`src/rtl/assert_macros.svh`:
```
// Assertion helpers used by the RTL.
`ifndef ASSERT_MACROS_SVH
`define ASSERT_MACROS_SVH

`ifndef NO_ASSERTIONS

`define ASSERT_ALWAYS(lbl, clk, rst_n, cond) \
    lbl: assert property (@(posedge clk) disable iff (!(rst_n)) (cond)) \
        else $error("assertion failed");

`define ASSERT_IMPLIES(lbl, clk, rst_n, ante, cons) \
    lbl: assert property (@(posedge clk) disable iff (!(rst_n)) (ante) |-> (cons)) \
        else $error("assertion failed");

`define ASSERT_NEXT(lbl, clk, rst_n, ante, cons) \
    lbl: assert property (@(posedge clk) disable iff (!(rst_n)) (ante) |=> (cons)) \
        else $error("assertion failed");

`else

`define ASSERT_ALWAYS(lbl, clk, rst_n, cond)
`define ASSERT_IMPLIES(lbl, clk, rst_n, ante, cons)
`define ASSERT_NEXT(lbl, clk, rst_n, ante, cons)

`endif

`endif

```
`src/rtl/uqd_pkg.sv`:
```
package uqd_pkg;

    localparam int MAX_RESULTS = 4;
    localparam int CNT_W       = $clog2(MAX_RESULTS + 1);

    localparam logic [7:0] CH_NUL   = 8'h00;
    localparam logic [7:0] CH_QMARK = 8'h3F;
    localparam logic [7:0] CH_EQ    = 8'h3D;
    localparam logic [7:0] CH_AMP   = 8'h26;
    localparam logic [7:0] CH_PCT   = 8'h25;
    localparam logic [7:0] CH_PLUS  = 8'h2B;
    localparam logic [7:0] CH_SPACE = 8'h20;

    typedef enum logic [2:0] {
        PH_PATH     = 3'd0,
        PH_QSTART   = 3'd1,
        PH_KEYSTART = 3'd2,
        PH_KEY      = 3'd3,
        PH_VALUE    = 3'd4,
        PH_PCT1     = 3'd5,
        PH_PCT2     = 3'd6
    } t_phase;

    typedef struct packed {
        logic [CNT_W-1:0]             count;
        logic [MAX_RESULTS-1:0][7:0]  bytes;
        logic                         last;
    } t_result;

    function automatic logic [3:0] hex_val(input logic [7:0] c);
        logic [3:0] v;
        v = 4'd0;
        if (c >= 8'h30 && c <= 8'h39) begin
            v = 4'(c - 8'h30);
        end else if (c >= 8'h41 && c <= 8'h46) begin
            v = 4'(c - 8'h37);
        end else if (c >= 8'h61 && c <= 8'h66) begin
            v = 4'(c - 8'h57);
        end
        return v;
    endfunction

endpackage

```
`src/rtl/uqd_step.sv`:
```
module uqd_step (
    input  logic               i_clk,
    input  logic               i_rst_n,
    input  logic               i_accept,
    input  logic [7:0]         i_char_in,
    input  logic               i_end_of_url,
    output uqd_pkg::t_result   o_result
);

    uqd_pkg::t_phase r_phase, n_phase;
    logic [7:0]      r_held, n_held;
    logic            w_end;
    logic [7:0]      w_dec;

    assign w_end = i_end_of_url || (i_char_in == uqd_pkg::CH_NUL);

    always_comb begin
        w_dec = {uqd_pkg::hex_val(r_held), uqd_pkg::hex_val(i_char_in)};
        if (w_dec == uqd_pkg::CH_NUL) begin
            w_dec = uqd_pkg::CH_PCT;
        end
    end

    always_comb begin
        n_phase = r_phase;
        n_held  = r_held;
        if (w_end) begin
            n_phase = uqd_pkg::PH_PATH;
            n_held  = 8'h00;
        end else begin
            unique case (r_phase) inside
                uqd_pkg::PH_PATH: begin
                    if (i_char_in == uqd_pkg::CH_QMARK) n_phase = uqd_pkg::PH_QSTART;
                end
                uqd_pkg::PH_QSTART, uqd_pkg::PH_KEYSTART, uqd_pkg::PH_KEY: begin
                    n_phase = (i_char_in == uqd_pkg::CH_EQ) ? uqd_pkg::PH_VALUE
                                                            : uqd_pkg::PH_KEY;
                end
                uqd_pkg::PH_VALUE: begin
                    if (i_char_in == uqd_pkg::CH_AMP) begin
                        n_phase = uqd_pkg::PH_KEYSTART;
                    end else if (i_char_in == uqd_pkg::CH_PCT) begin
                        n_phase = uqd_pkg::PH_PCT1;
                    end
                end
                uqd_pkg::PH_PCT1: begin
                    n_held  = i_char_in;
                    n_phase = uqd_pkg::PH_PCT2;
                end
                uqd_pkg::PH_PCT2: begin
                    n_held  = 8'h00;
                    n_phase = uqd_pkg::PH_VALUE;
                end
                default: begin
                    n_phase = uqd_pkg::PH_PATH;
                    n_held  = 8'h00;
                end
            endcase
        end
    end

    always_comb begin
        o_result       = '0;
        o_result.last  = w_end;
        if (w_end) begin
            // list close: trailing separators, final zero is last entry
            unique case (r_phase)
                uqd_pkg::PH_KEY:      o_result.count = uqd_pkg::CNT_W'(3);
                uqd_pkg::PH_VALUE:    o_result.count = uqd_pkg::CNT_W'(2);
                uqd_pkg::PH_KEYSTART: o_result.count = uqd_pkg::CNT_W'(1);
                uqd_pkg::PH_PCT1: begin
                    o_result.bytes[0] = uqd_pkg::CH_PCT;
                    o_result.count    = uqd_pkg::CNT_W'(3);
                end
                uqd_pkg::PH_PCT2: begin
                    o_result.bytes[0] = uqd_pkg::CH_PCT;
                    if (r_held == uqd_pkg::CH_AMP) begin
                        o_result.count = uqd_pkg::CNT_W'(3);
                    end else begin
                        o_result.bytes[1] = (r_held == uqd_pkg::CH_PLUS) ? uqd_pkg::CH_SPACE
                                                                         : r_held;
                        o_result.count    = uqd_pkg::CNT_W'(4);
                    end
                end
                default:              o_result.count = uqd_pkg::CNT_W'(2);
            endcase
        end else begin
            unique case (r_phase) inside
                uqd_pkg::PH_QSTART, uqd_pkg::PH_KEYSTART, uqd_pkg::PH_KEY: begin
                    o_result.count    = uqd_pkg::CNT_W'(1);
                    o_result.bytes[0] = (i_char_in == uqd_pkg::CH_EQ) ? uqd_pkg::CH_NUL
                                                                      : i_char_in;
                end
                uqd_pkg::PH_VALUE: begin
                    if (i_char_in == uqd_pkg::CH_AMP) begin
                        o_result.count = uqd_pkg::CNT_W'(1);
                    end else if (i_char_in == uqd_pkg::CH_PLUS) begin
                        o_result.count    = uqd_pkg::CNT_W'(1);
                        o_result.bytes[0] = uqd_pkg::CH_SPACE;
                    end else if (i_char_in != uqd_pkg::CH_PCT) begin
                        o_result.count    = uqd_pkg::CNT_W'(1);
                        o_result.bytes[0] = i_char_in;
                    end
                end
                uqd_pkg::PH_PCT2: begin
                    o_result.count    = uqd_pkg::CNT_W'(1);
                    o_result.bytes[0] = w_dec;
                end
                default: o_result.count = '0;
            endcase
        end
    end

    always_ff @(posedge i_clk) begin
        if (!i_rst_n) begin
            r_phase <= uqd_pkg::PH_PATH;
            r_held  <= 8'h00;
        end else if (i_accept) begin
            r_phase <= n_phase;
            r_held  <= n_held;
        end
    end

endmodule

```
`src/rtl/uqd_out.sv`:
```
`include "assert_macros.svh"

module uqd_out (
    input  logic               i_clk,
    input  logic               i_rst_n,
    input  logic               i_load,
    input  uqd_pkg::t_result   i_result,
    input  logic               i_out_ready,
    output logic               o_room,
    output logic               o_out_valid,
    output logic [7:0]         o_out_byte,
    output logic               o_last_of_list
);

    logic [uqd_pkg::CNT_W-1:0]              r_left;
    logic [uqd_pkg::MAX_RESULTS-1:0][7:0]   r_buf;
    logic                                   r_last;
    logic                                   w_pop;

    assign o_out_valid    = (r_left != '0);
    assign w_pop          = o_out_valid && i_out_ready;
    assign o_room         = (r_left == '0) || ((r_left == uqd_pkg::CNT_W'(1)) && i_out_ready);
    assign o_out_byte     = r_buf[0];
    assign o_last_of_list = r_last && (r_left == uqd_pkg::CNT_W'(1));

    always_ff @(posedge i_clk) begin
        if (!i_rst_n) begin
            r_left <= '0;
        end else if (i_load) begin
            r_left <= i_result.count;
        end else if (w_pop) begin
            r_left <= r_left - uqd_pkg::CNT_W'(1);
        end
    end

    always_ff @(posedge i_clk) begin
        if (i_load) begin
            r_buf  <= i_result.bytes;
            r_last <= i_result.last;
        end else if (w_pop) begin
            r_buf <= {8'h00, r_buf[uqd_pkg::MAX_RESULTS-1:1]};
        end
    end

    `ASSERT_ALWAYS(a_left_max, i_clk, i_rst_n, r_left <= uqd_pkg::CNT_W'(uqd_pkg::MAX_RESULTS))
    `ASSERT_IMPLIES(a_last_zero, i_clk, i_rst_n, o_last_of_list, o_out_byte == uqd_pkg::CH_NUL)
    `ASSERT_IMPLIES(a_no_overrun, i_clk, i_rst_n, i_load, r_left <= uqd_pkg::CNT_W'(1))
    `ASSERT_NEXT(a_pop_step, i_clk, i_rst_n, w_pop && !i_load,
                 r_left == $past(r_left) - uqd_pkg::CNT_W'(1))

endmodule

```
`src/rtl/url_query_string_decoder.sv`:
```
// URL query string decoder.
// Input channel (i_in_valid / o_in_ready): one URL character per item in
// i_char_in; i_end_of_url (or a zero character) closes the URL.
// Output channel (o_out_valid / i_out_ready): the query as key, 0, value, 0
// pairs and one final 0 flagged by o_last_of_list.
// Results of an item are registered and appear on the output in the cycle
// after it is accepted, one byte per cycle while the receiver is ready.
// The decoder takes one item per cycle while each item gives at most one
// byte and the receiver is ready. An item that gives more bytes (up to 4,
// only at the end of a URL) holds the input until the four-entry output
// buffer is taking its last byte; it drains one byte per cycle while the receiver is ready.
// A new item is taken in the same cycle the last buffered byte is taken.
// When the receiver stalls, the output byte holds and o_in_ready drops as
// soon as the buffer holds a byte that is not being taken.
// Reset (synchronous, active low) empties the buffer and returns the parser
// to the path phase.
module url_query_string_decoder (
    input  logic       i_clk,
    input  logic       i_rst_n,
    input  logic       i_in_valid,
    output logic       o_in_ready,
    input  logic [7:0] i_char_in,
    input  logic       i_end_of_url,
    output logic       o_out_valid,
    input  logic       i_out_ready,
    output logic [7:0] o_out_byte,
    output logic       o_last_of_list
);

    uqd_pkg::t_result w_result;
    logic             w_accept;

    assign w_accept = i_in_valid && o_in_ready;

    uqd_step u_step (
        .i_clk        (i_clk),
        .i_rst_n      (i_rst_n),
        .i_accept     (w_accept),
        .i_char_in    (i_char_in),
        .i_end_of_url (i_end_of_url),
        .o_result     (w_result)
    );

    uqd_out u_out (
        .i_clk          (i_clk),
        .i_rst_n        (i_rst_n),
        .i_load         (w_accept),
        .i_result       (w_result),
        .i_out_ready    (i_out_ready),
        .o_room         (o_in_ready),
        .o_out_valid    (o_out_valid),
        .o_out_byte     (o_out_byte),
        .o_last_of_list (o_last_of_list)
    );

endmodule

```
`config.mk`:
```
export PLATFORM = sky130hd
export DESIGN_NAME = url_query_string_decoder
export DESIGN_NICKNAME = d
export VERILOG_FILES = /design/src/rtl/uqd_pkg.sv /design/src/rtl/uqd_step.sv /design/src/rtl/uqd_out.sv /design/src/rtl/url_query_string_decoder.sv
export VERILOG_INCLUDE_DIRS = /design/src /design/src/rtl
export SDC_FILE = /design/constraint.sdc
export NUM_CORES = 1
export LEC_CHECK = 0
export CORE_MARGIN = 2
export CORE_UTILIZATION = 60
export CTS_CLUSTER_SIZE = 8
export DETAILED_ROUTE_END_ITERATION = 16
export DONT_BUFFER_PORTS = 1
export PLACE_DENSITY = 0.76
export SYNTH_ARGS = -nofsm -noshare
export SYNTH_HDL_FRONTEND = slang
export SYNTH_SLANG_ARGS = --single-unit
```
`constraint.sdc`:
```
create_clock -name i_clk -period 2.5 [get_ports i_clk]
set_input_delay 0.375 -clock i_clk [delete_from_list [all_inputs] [get_ports i_clk]]
set_output_delay 0.375 -clock i_clk [all_outputs]
set_load 0.1 [all_outputs]
```
Yosys cells after proc, flatten, opt, wreduce, memory -nomap -nowiden
Index checks and enable logic that the tools add are counted.
{ "word_totals": {"elab_cells": 105, "input_bits": 13, "regBits": 31} }
{ "classes": {"n_addsub": 7, "n_reduce_logical": 25, "mux": 37, "order_cmp": 12, "eq_ne": 18} }
{ "op_table": {"columns": ["op", "n"], "rows": [
  ["2-to-1 mux 8 bit", 11],
  ["== test 8 x 6 -> 1 bit (second input constant)", 7],
  ["2-to-1 mux 3 bit", 11],
  [">= comparator 8 x 7 -> 1 bit (second input constant)", 4],
  ["<= comparator 8 x 7 -> 1 bit (second input constant)", 4],
  ["2-to-1 mux 16 bit", 2],
  ["2-to-1 mux 4 bit", 6],
  ["case mux 8 bit (3 select lines)", 1],
  [">= comparator 8 x 6 -> 1 bit (second input constant)", 2],
  ["<= comparator 8 x 6 -> 1 bit (second input constant)", 2],
  ["zero test 8 bit", 2],
  ["case mux 8 bit (2 select lines)", 1],
  ["subtractor 4 x 3 -> 4 bit (second input constant)", 4],
  ["case mux 3 bit (5 select lines)", 1],
  ["logical AND 1 bit", 10],
  ["== test 3 bit (second input constant)", 3],
  ["case mux 3 bit (3 select lines)", 1],
  ["inequality test 8 x 6 -> 1 bit (second input constant)", 1],
  ["subtractor 4 x 1 -> 4 bit (second input constant)", 2],
  ["== test 3 x 1 -> 1 bit (second input constant)", 2],
  ["== test 3 x 2 -> 1 bit (second input constant)", 2],
  ["zero test 3 bit", 2],
  ["2-to-1 mux 6 bit", 1],
  ["case mux 3 bit (2 select lines)", 1],
  ["other kinds (14)", 16]
]} }

Longest topological paths before layout
Gate-level depths: netlist (run 1).
{ "depth": {"word_depth": 10, "mapped_depth": 9} }

Modules after synthesis
From an unflattened synthesis (run 1), not the netlist that was laid out.
{ "hier_totals": {"hier_cells": 340, "hier_area_um2": 3306.9} }
{ "modules_own_cells": {"columns": ["mod", "area_each_um2", "n_inst", "cells_each"], "rows": [
  ["uqd_out", 1654.1, 1, 107],
  ["uqd_step", 1646.6, 1, 232],
  ["url_query_string_decoder", 6.3, 1, 1]
]} }

Least setup slack after synthesis (run 1)
Ideal clock, no wire load.
{ "synth_path": {"path_type": "reg-to-output", "startpoint": "register u_out.r_left[1] in the netlist's numbering", "endpoint": "output o_in_ready", "t_required_ps": 2125, "path_stages_with_launch": 5, "arrival_ps": 1996, "setup_slack_ps": 129, "cell_sequence": "dfxtp_1 inv_1 ha_1 a21o_1 nor2b_1"} }
{ "synth_via": {"elab_chain_len": 3} }
{ "synth_rtl": {"columns": ["item", "line_no", "rtl"], "rows": [
  ["start, declared", "uqd_out.sv:15", "logic [uqd_pkg::CNT_W-1:0] r_left;"],
  ["start signal, assigned", "uqd_out.sv:30", "r_left <= i_result.count;"],
  ["start signal, assigned", "uqd_out.sv:32", "r_left <= r_left - uqd_pkg::CNT_W'(1);"],
  ["== test 3 x 1 -> 1 bit", "uqd_out.sv:22", "assign o_room = (r_left == '0) || ((r_left == uqd_pkg::CNT_W'(1)) && i_out_ready);"],
  ["logical AND 1 bit", "uqd_out.sv:22", null],
  ["logical OR 1 bit (*)", "uqd_out.sv:22", null],
  ["end, declared", "url_query_string_decoder.sv:21", "output logic o_in_ready,"]
]} }
Every way passes the cells marked *; elsewhere a longest branch is shown, timed or not.

Worst setup path after layout (run 1)
{ "layout_path": {"startpoint": "register u_step.r_held[3]", "endpoint": "register u_out.r_buf (netlist bit u_out.o_out_byte[2]) (data pin)"} }
{ "layout_via": {"elab_chain_len": 10} }
{ "layout_rtl": {"columns": ["item", "line_no", "rtl"], "rows": [
  ["start, declared", "uqd_step.sv:11", "logic [7:0] r_held, n_held;"],
  ["start signal, assigned", "uqd_step.sv:120", "r_held <= n_held;"],
  [">= comparator 8 x 7 -> 1 bit / <= comparator 8 x 7 -> 1 bit (equally long branches)", "uqd_pkg.sv:37", "end else if (c >= 8'h61 && c <= 8'h66) begin"],
  ["logical AND 1 bit", "uqd_pkg.sv:37", null],
  ["2-to-1 mux 4 bit", "uqd_pkg.sv:37", null],
  ["2-to-1 mux 4 bit", "uqd_pkg.sv:35", "end else if (c >= 8'h41 && c <= 8'h46) begin"],
  ["2-to-1 mux 4 bit (*)", "uqd_pkg.sv:33", "if (c >= 8'h30 && c <= 8'h39) begin"],
  ["zero test 8 bit (*)", "uqd_step.sv:19", "if (w_dec == uqd_pkg::CH_NUL) begin"],
  ["2-to-1 mux 8 bit (*)", "uqd_step.sv:19", null],
  ["case mux 8 bit (3 select lines) (*)", "uqd_step.sv:88", "unique case (r_phase) inside"],
  ["2-to-1 mux 8 bit (*)", "uqd_step.sv:65", "if (w_end) begin"],
  ["2-to-1 mux 16 bit (*)", "uqd_out.sv:37", "if (i_load) begin"],
  ["end signal, assigned", "uqd_out.sv:38", "r_buf <= i_result.bytes;"],
  ["end signal, assigned", "uqd_out.sv:41", "r_buf <= {8'h00, r_buf[uqd_pkg::MAX_RESULTS-1:1]};"],
  ["end, declared", "uqd_out.sv:16", "logic [uqd_pkg::MAX_RESULTS-1:0][7:0] r_buf;"]
]} }
Marks and branches as above.
A chain may end at the register's enable or synchronous reset.

==> flow_metrics.py, run 1 <==
metrics = {
    "sta": {
        "layout_min_cycle_time_ns": 2.267,
        "slew_headroom_pct": 40.32,
        "worst_hold_slack_ns": 0.2102,
        "min_period_over_period_pct": 90.66,
        "finalMaxSlewViolations": 0,
        "setup_tns_ns": 0,
        "worst_slew_pin_slew_ns": 0.8971,
        "hold_violations": 0,
        "finalClockSkew_ns": 0.005671,
        "fmax_mhz": 441.2,
        "rsz0062_at_grt": "false",
        "finalSetupViolCount": 0,
    },
    "drt": {
        "wl_mm": 5.880,
        "drtIter0Drc": 221,
        "viasPerCell": 6.433,
        "routedWlPerCell_um": 18.04,
        "postRouteAntennaNets": 0,
        "dr.pass1.iters": 5,
        "drcViolationCount": 0,
        "via_count": 2097,
    },
    "synth": {
        "synth_seq_cells": 31,
        "synth_edf_count": 17,
        "yosysSeqAreaShare_pct": 33.46,
        "yosysMostFrequentCell": "nand2_1",
        "async_flop_share_pct": 0,
        "syn_inst": 280,
        "avgSynthCellArea_sq_um": 8.441,
        "syn_nets": 304,
        "syn_area_sq_um": 2364,
        "yosysTopAreaCell": "edfxtp_1",
        "yosys-top-cells-count": "nand2_1 (38), a21oi_1 (20), edfxtp_1 (17), nand3_1 (17), dfxtp_1 (14)",
        "synth_top_flop_cell": "edfxtp_1",
        "synth_top_area_share_pct": 21.60,
        "synth_warnings": 0,
        "synth_cell_types": 61,
        "ys_top_cells_by_area": "edfxtp_1 (22%), dfxtp_1 (12%), nand2_1 (6.0%)",
    },
    "power": {
        "internal-power_mw": 1.182,
        "p_comb_share_pct": 29.4,
        "power.density_nw_per_um2": 935.5,
        "clkPwrFrac_pct": 20.7,
        "p_sw_share_pct": 49.36,
        "power.leakage_nw": 0.9028,
        "ir_drop_uv": 999.1,
        "power_switching_mw": 1.152,
        "pwr-share-seq_pct": 49.8,
    },
    "final_layout": {
        "num_antenna_cells": 0,
        "syn2layout_area_growth_pct": 5.558,
        "drive_above_1_share_pct": 12.59,
        "final_nets": 301,
        "layout.cells.non_filler": 326,
    },
    "global_route": {
        "grt_overflow": 0,
        "grt_pass1_vias": 1918,
        "grt.total_usage_pct": 28.98,
        "antenna_found_initial": 0,
        "grt_pass1_wl_mm": 9.466,
        "grt_max_degree": 22,
    },
    "min_path": {
        "worstHoldStart": "i_rst_n",
        "holdPathStages": 1,
        "hold_class": "in2reg",
        "min_to": "u_out.r_left[1]$_SDFFE_PN0P_",
    },
    "worst_setup_path": {
        "path_class": "reg2reg",
        "r2r_start": "u_step.r_held[3]$_SDFFE_PN0P_",
        "r2r_slack_ns": 0.23,
        "path_cells": "nor4b_1, o211ai_1, or2_2, o221a_2, o31ai_1, a21oi_1",
        "cpMaxStageDelayCell": "nor4b_1",
        "end_kind": "flop",
        "crit_arrival_ns": 2.31,
        "r2r_cells": 6,
        "critPathRequiredTime_ns": 2.54,
        "max_stage_delay_ns": 0.41,
        "cp_max_fo": 9,
        "crit_path_start_kind": "flop",
        "rr_endpoint": "u_out.o_out_byte[2]$_DFFE_PP_",
        "path_buf_inv": 0,
        "crit_family": "compound AO/OA/AOI/OAI gates",
    },
    "place": {
        "gp_congestion": 0.9784,
        "dp.cells": 318,
        "io_buffers": 0,
        "dp_hpwl_mm": 4.392,
    },
    "floorplan": {
        "initial_core_util_pct": 63.60,
        "core_area_sq_um": 3716,
        "die-height_um": 66.77,
        "die_x_um": 66.77,
        "dieArea_sq_um": 4458,
        "io_pins": 24,
        "placementRows": 22,
    },
    "cts": {
        "cts_setup_buffers": 0,
        "post_cts_resized": 0,
        "htreeDepth": 2,
        "cts-root-buf": "clkbuf_8",
        "clk_latency_ns": 0.29,
        "numClockSinks": 31,
        "cts_max_path_buffers": 2,
        "cts_tree": "built",
        "clk_pin_slew_worst_paths_ns": 0.07,
        "cts_hold_buffers": 0,
        "cts_buffers": 5,
    },
    "run_status": {
        "status": "finished, final reports clean",
    },
    "job": {
        "maxCapViolations": 0,
    },
}
how the worst max path moves through the flow:
stage	start	end	slack [ns]	cells after the start
after floorplan	u_out.r_left[1]$_SDFFE_PN0P_	o_in_ready	0.13	4
after global placement	i_char_in[0]	u_out.o_out_byte[3]$_DFFE_PP_	0.19	9
after detailed placement	i_char_in[0]	u_out.o_out_byte[3]$_DFFE_PP_	0.17	9
after CTS	u_step.r_held[3]$_SDFFE_PN0P_	u_out.o_out_byte[2]$_DFFE_PP_	0.27	6
after global routing	u_step.r_held[3]$_SDFFE_PN0P_	u_out.o_out_byte[2]$_DFFE_PP_	0.08	6
final	u_step.r_held[3]$_SDFFE_PN0P_	u_out.o_out_byte[2]$_DFFE_PP_	0.23	6
area by class of cell:
cell class | count | area [sq um]
multi-input cells | 216 | 1404
fillers | 317 | 1221
flip-flops and latches | 31 | 790.8
clock buffers | 7 | 107.6
repair buffers | 11 | 82.58
well taps | 48 | 60.06
inverters | 12 | 45.04
clock inverters | 1 | 5.005
sequential cells by signal (all words and copies together), names as in the netlist:
signal	flops
u_out.r_last	1
u_step.r_held	8
u_out.o_out_byte	8
u_out.r_buf	8
u_out.r_left	3
u_step.r_phase	3
per-layer routing:
layer	GRT usage, %	part of all wire, %
met1	40.36	45
met2	43.13	45
met3	6.081	7.6
met4	12.76	2.5
met5	0	0
power by group through the flow:
stage	Combinational, mW	Sequential, mW	Clock [mW]
2_1_floorplan	1.02	0.730	0
3_3_place_gp	0.669	1.17	0
3_5_place_dp	0.684	1.18	0
4_1_cts	0.690	1.16	0.492
5_1_grt	0.751	1.18	0.509
6_report	0.687	1.16	0.484
logic make-up after synthesis:
kind of cell / Yosys count / share of synthesized area, %
compound gates: 82 / 24.14
xor+xnor: 2 / 0.7413
fa+ha+maj: 11 / 5.823
buf+inv: 33 / 7.358
flops: 31 / 33.46
mux: 1 / 0.4764
simple gates: 120 / 28.00
placed cells by master, fill, tap and decap left out, drive strengths merged, types with 2 or more instances in the layout:
master   synthesis  final
a21o             2      2
edfxtp          17     17
a2bb2oi          2      2
nand3           17     17
nand4bb          2      2
o31ai            2      2
o211ai           7      7
nor3b            5      5
nor4b            3      3
a21oi           21     21
and3             6      6
nand4            2      2
ha              11     11
nor2b            8      8
nor4             2      2
or2              2      2
a211oi           3      3
buf             13     11
inv             11     11
o21bai           3      3
dfxtp           14     14
nand2           38     38
nor3             7      7
a31o             2      2
clkinv           1      2
clkbuf           8      7
o21ai           11     11
nor2            10     10
nand2b           4      4
o221ai           2      2
a21boi          10     10
a31oi            7      7
a32oi            2      2
and2             7      7
through the flow:
stage                     instance area [sq um]  worst slack (ns)  util, %  total power [mW]
after detailed placement                   2382            0.1748    64.11             1.860
after CTS                                  2495            0.2683    67.14             2.347
after floorplan                            2364            0.1291        -             1.746
final                                      2495            0.2334    67.14             2.334
after global placement                     2382            0.1899    64.11             1.841
after global routing                       2495           0.08096    67.14             2.436
(Power assumes the default switching activity.)
==> inputs of run 2 (changes only) <==
CTS_BUF_LIST = sky130_fd_sc_hd__clkbuf_8   (was not set)
PLACE_DENSITY = 0.79   (was 0.76)
clock period = 1.98 ns   (was 2.5 ns; I/O delays follow)
==> run 2 against run 1 <==
  * First-iteration DRC count rose by 19%
  * Worst setup slack worse by 0.18 ns
  * Wire length increased by 15%
  * Fmax grew 17%
  * Count of clock-buffer cells in the layout down 2
  * Sequential power is 19% lower
  * Cell area increased by 17%
  * Critical path type unchanged
  * Critical endpoint unchanged
==> flow_metrics.py, run 2 (synthesis results as in run 1) <==
metrics = {
    "sta": {
        "finalClockSkew_ns": 0.01168,
        "hold_violations": 0,
        "setup_tns_ns": 0,
        "finalSetupViolCount": 0,
        "fmax_mhz": 518.1,
        "worst_hold_slack_ns": 0.1211,
        "worst_slew_pin_slew_ns": 0.4835,
        "min_period_over_period_pct": 97.47,
        "slew_headroom_pct": 67.76,
        "fin_ws_ns": 0.05000,
        "finalMaxSlewViolations": 0,
        "layout_min_cycle_time_ns": 1.930,
    },
    "final_layout": {
        "layout_common_cells": "buf_4 (50), nand2_1 (36), a21oi_1 (20)",
        "final_common_cell": "buf_4",
        "fillerInstances": 253,
        "final_nets": 340,
        "fin_area_sq_um": 2913,
        "syn2layout_area_growth_pct": 23.24,
        "num_antenna_cells": 0,
        "drive_above_1_share_pct": 30.91,
        "layout.cells.non_filler": 365,
    },
    "floorplan": {
        "core_area_sq_um": 3716,
        "io_pins": 24,
        "dieArea_sq_um": 4458,
        "placementRows": 22,
        "initial_core_util_pct": 63.60,
        "die_x_um": 66.77,
        "die-height_um": 66.77,
    },
    "drt": {
        "via_count": 2375,
        "viasPerCell": 6.507,
        "drtIter0Drc": 264,
        "routedWlPerCell_um": 18.53,
        "wl_mm": 6.763,
        "drcViolationCount": 0,
        "dr.pass1.iters": 5,
        "postRouteAntennaNets": 0,
    },
    "min_path": {
        "min_to": "u_out.r_left[1]$_SDFFE_PN0P_",
        "worstHoldStart": "i_rst_n",
        "hold_class": "in2reg",
        "holdPathStages": 1,
    },
    "cts": {
        "cts_max_path_buffers": 2,
        "clk_latency_ns": 0.29,
        "cts_hold_buffers": 0,
        "cts-root-buf": "clkbuf_8",
        "clk_pin_slew_worst_paths_ns": 0.07,
        "cts_tree": "built",
        "numClockSinks": 31,
        "cts_buffers": 5,
        "htreeDepth": 2,
    },
    "worst_setup_path": {
        "crit_arrival_ns": 1.96,
        "path_class": "reg2reg",
        "end_kind": "flop",
        "critPathRequiredTime_ns": 2.01,
        "crit_path_start_kind": "flop",
        "r2r_slack_ns": 0.05,
        "worstSetupStartpoint": "u_step.r_held[4]$_SDFFE_PN0P_",
        "r2r_cells": 7,
        "cp_max_fo": 6,
        "rr_endpoint": "u_out.o_out_byte[2]$_DFFE_PP_",
        "r2r_start": "u_step.r_held[4]$_SDFFE_PN0P_",
    },
    "global_route": {
        "grt.total_usage_pct": 30.60,
        "grt_pass1_vias": 2147,
        "grt_overflow": 0,
        "grt_max_degree": 22,
        "antenna_found_initial": 0,
        "grt_pass1_wl_mm": 10.26,
    },
    "place": {
        "post_dp_cell_area_sq_um": 2663,
        "dp_slack_ns": -0.07946,
        "dp_hpwl_mm": 4.742,
        "io_buffers": 0,
        "gp_congestion": 0.9618,
        "dp.cells": 354,
    },
    "power": {
        "ir_drop_uv": 1042,
        "power.leakage_nw": 1.133,
        "power.density_nw_per_um2": 1125,
    },
    "job": {
        "maxCapViolations": 0,
    },
    "run_status": {
        "status": "finished, final reports clean",
    },
}
run 2: cell types whose count changed in the layout (fill, tap and decap cells not counted), sizes merged:
| cell | change |
|---|---|
| inv | +1 |
| clkbuf | -2 |
| bufinv | +1 |
| buf | +39 |
run 2: critical path: stages, from the launching register on:
cell      delay [ns]
dfxtp_2         0.34
buf_4           0.15
and3b_1         0.20
o211ai_1        0.13
or2_4           0.31
o221a_4         0.24
o31ai_2         0.20
a21oi_1         0.09
run 2: routing by layer:
metal	vias up	routed length, um	GRT usage [%]
li1	1106	-	-
met1	1117	2774	41.87
met2	131	3313	50.25
met3	21	571	5.405
met4	0	104	7.143
met5	-	0	0
run 2: repair_timing:
| item | in CTS | in global routing |
|---|---|---|
| setup endpoints to repair | 5 | 20 |
| gates resized for setup | 4 | 27 |
| pin swaps | 0 | 11 |
| setup buffers | 0 | 3 |
run 2: cell type report:
cell class / count / area (sq um) / area share, %
well taps: 48 / 60.06 / 2.062
multi-input cells: 216 / 1519 / 52.15
flip-flops and latches: 31 / 800.8 / 27.49
clock inverters: 3 / 43.79 / 1.503
repair buffers: 50 / 375.4 / 12.89
inverters: 12 / 45.04 / 1.546
clock buffers: 5 / 68.82 / 2.363
run 2: through the flow:
step / utilization [%] / power (mW)
2_1_floorplan: - / 2.220
3_3_place_gp: 71.65 / 2.513
3_5_place_dp: 71.65 / 2.527
4_1_cts: 75.12 / 3.161
5_1_grt: 78.38 / 3.398
6_report: 78.38 / 3.275
run 2: power by group:
group,switching (mW),leakage [nW],internal [mW]
Sequential,0.0645,0.291,0.877
Clock,0.258,0.0581,0.374
Combinational,1.23,0.784,0.472
Total,1.55,1.13,1.72
run 2: how the worst max path moves through the flow:
stage          slack (ns)  cells after the start                       endpoint
2_1_floorplan       0.005                      7  u_out.o_out_byte[2]$_DFFE_PP_
3_3_place_gp       -0.005                      6  u_out.o_out_byte[2]$_DFFE_PP_
3_5_place_dp        -0.08                      6  u_out.o_out_byte[2]$_DFFE_PP_
4_1_cts            -0.006                      8  u_out.o_out_byte[2]$_DFFE_PP_
5_1_grt             -0.06                      7   u_out.r_left[0]$_SDFFE_PN0P_
6_report             0.05                      7  u_out.o_out_byte[2]$_DFFE_PP_
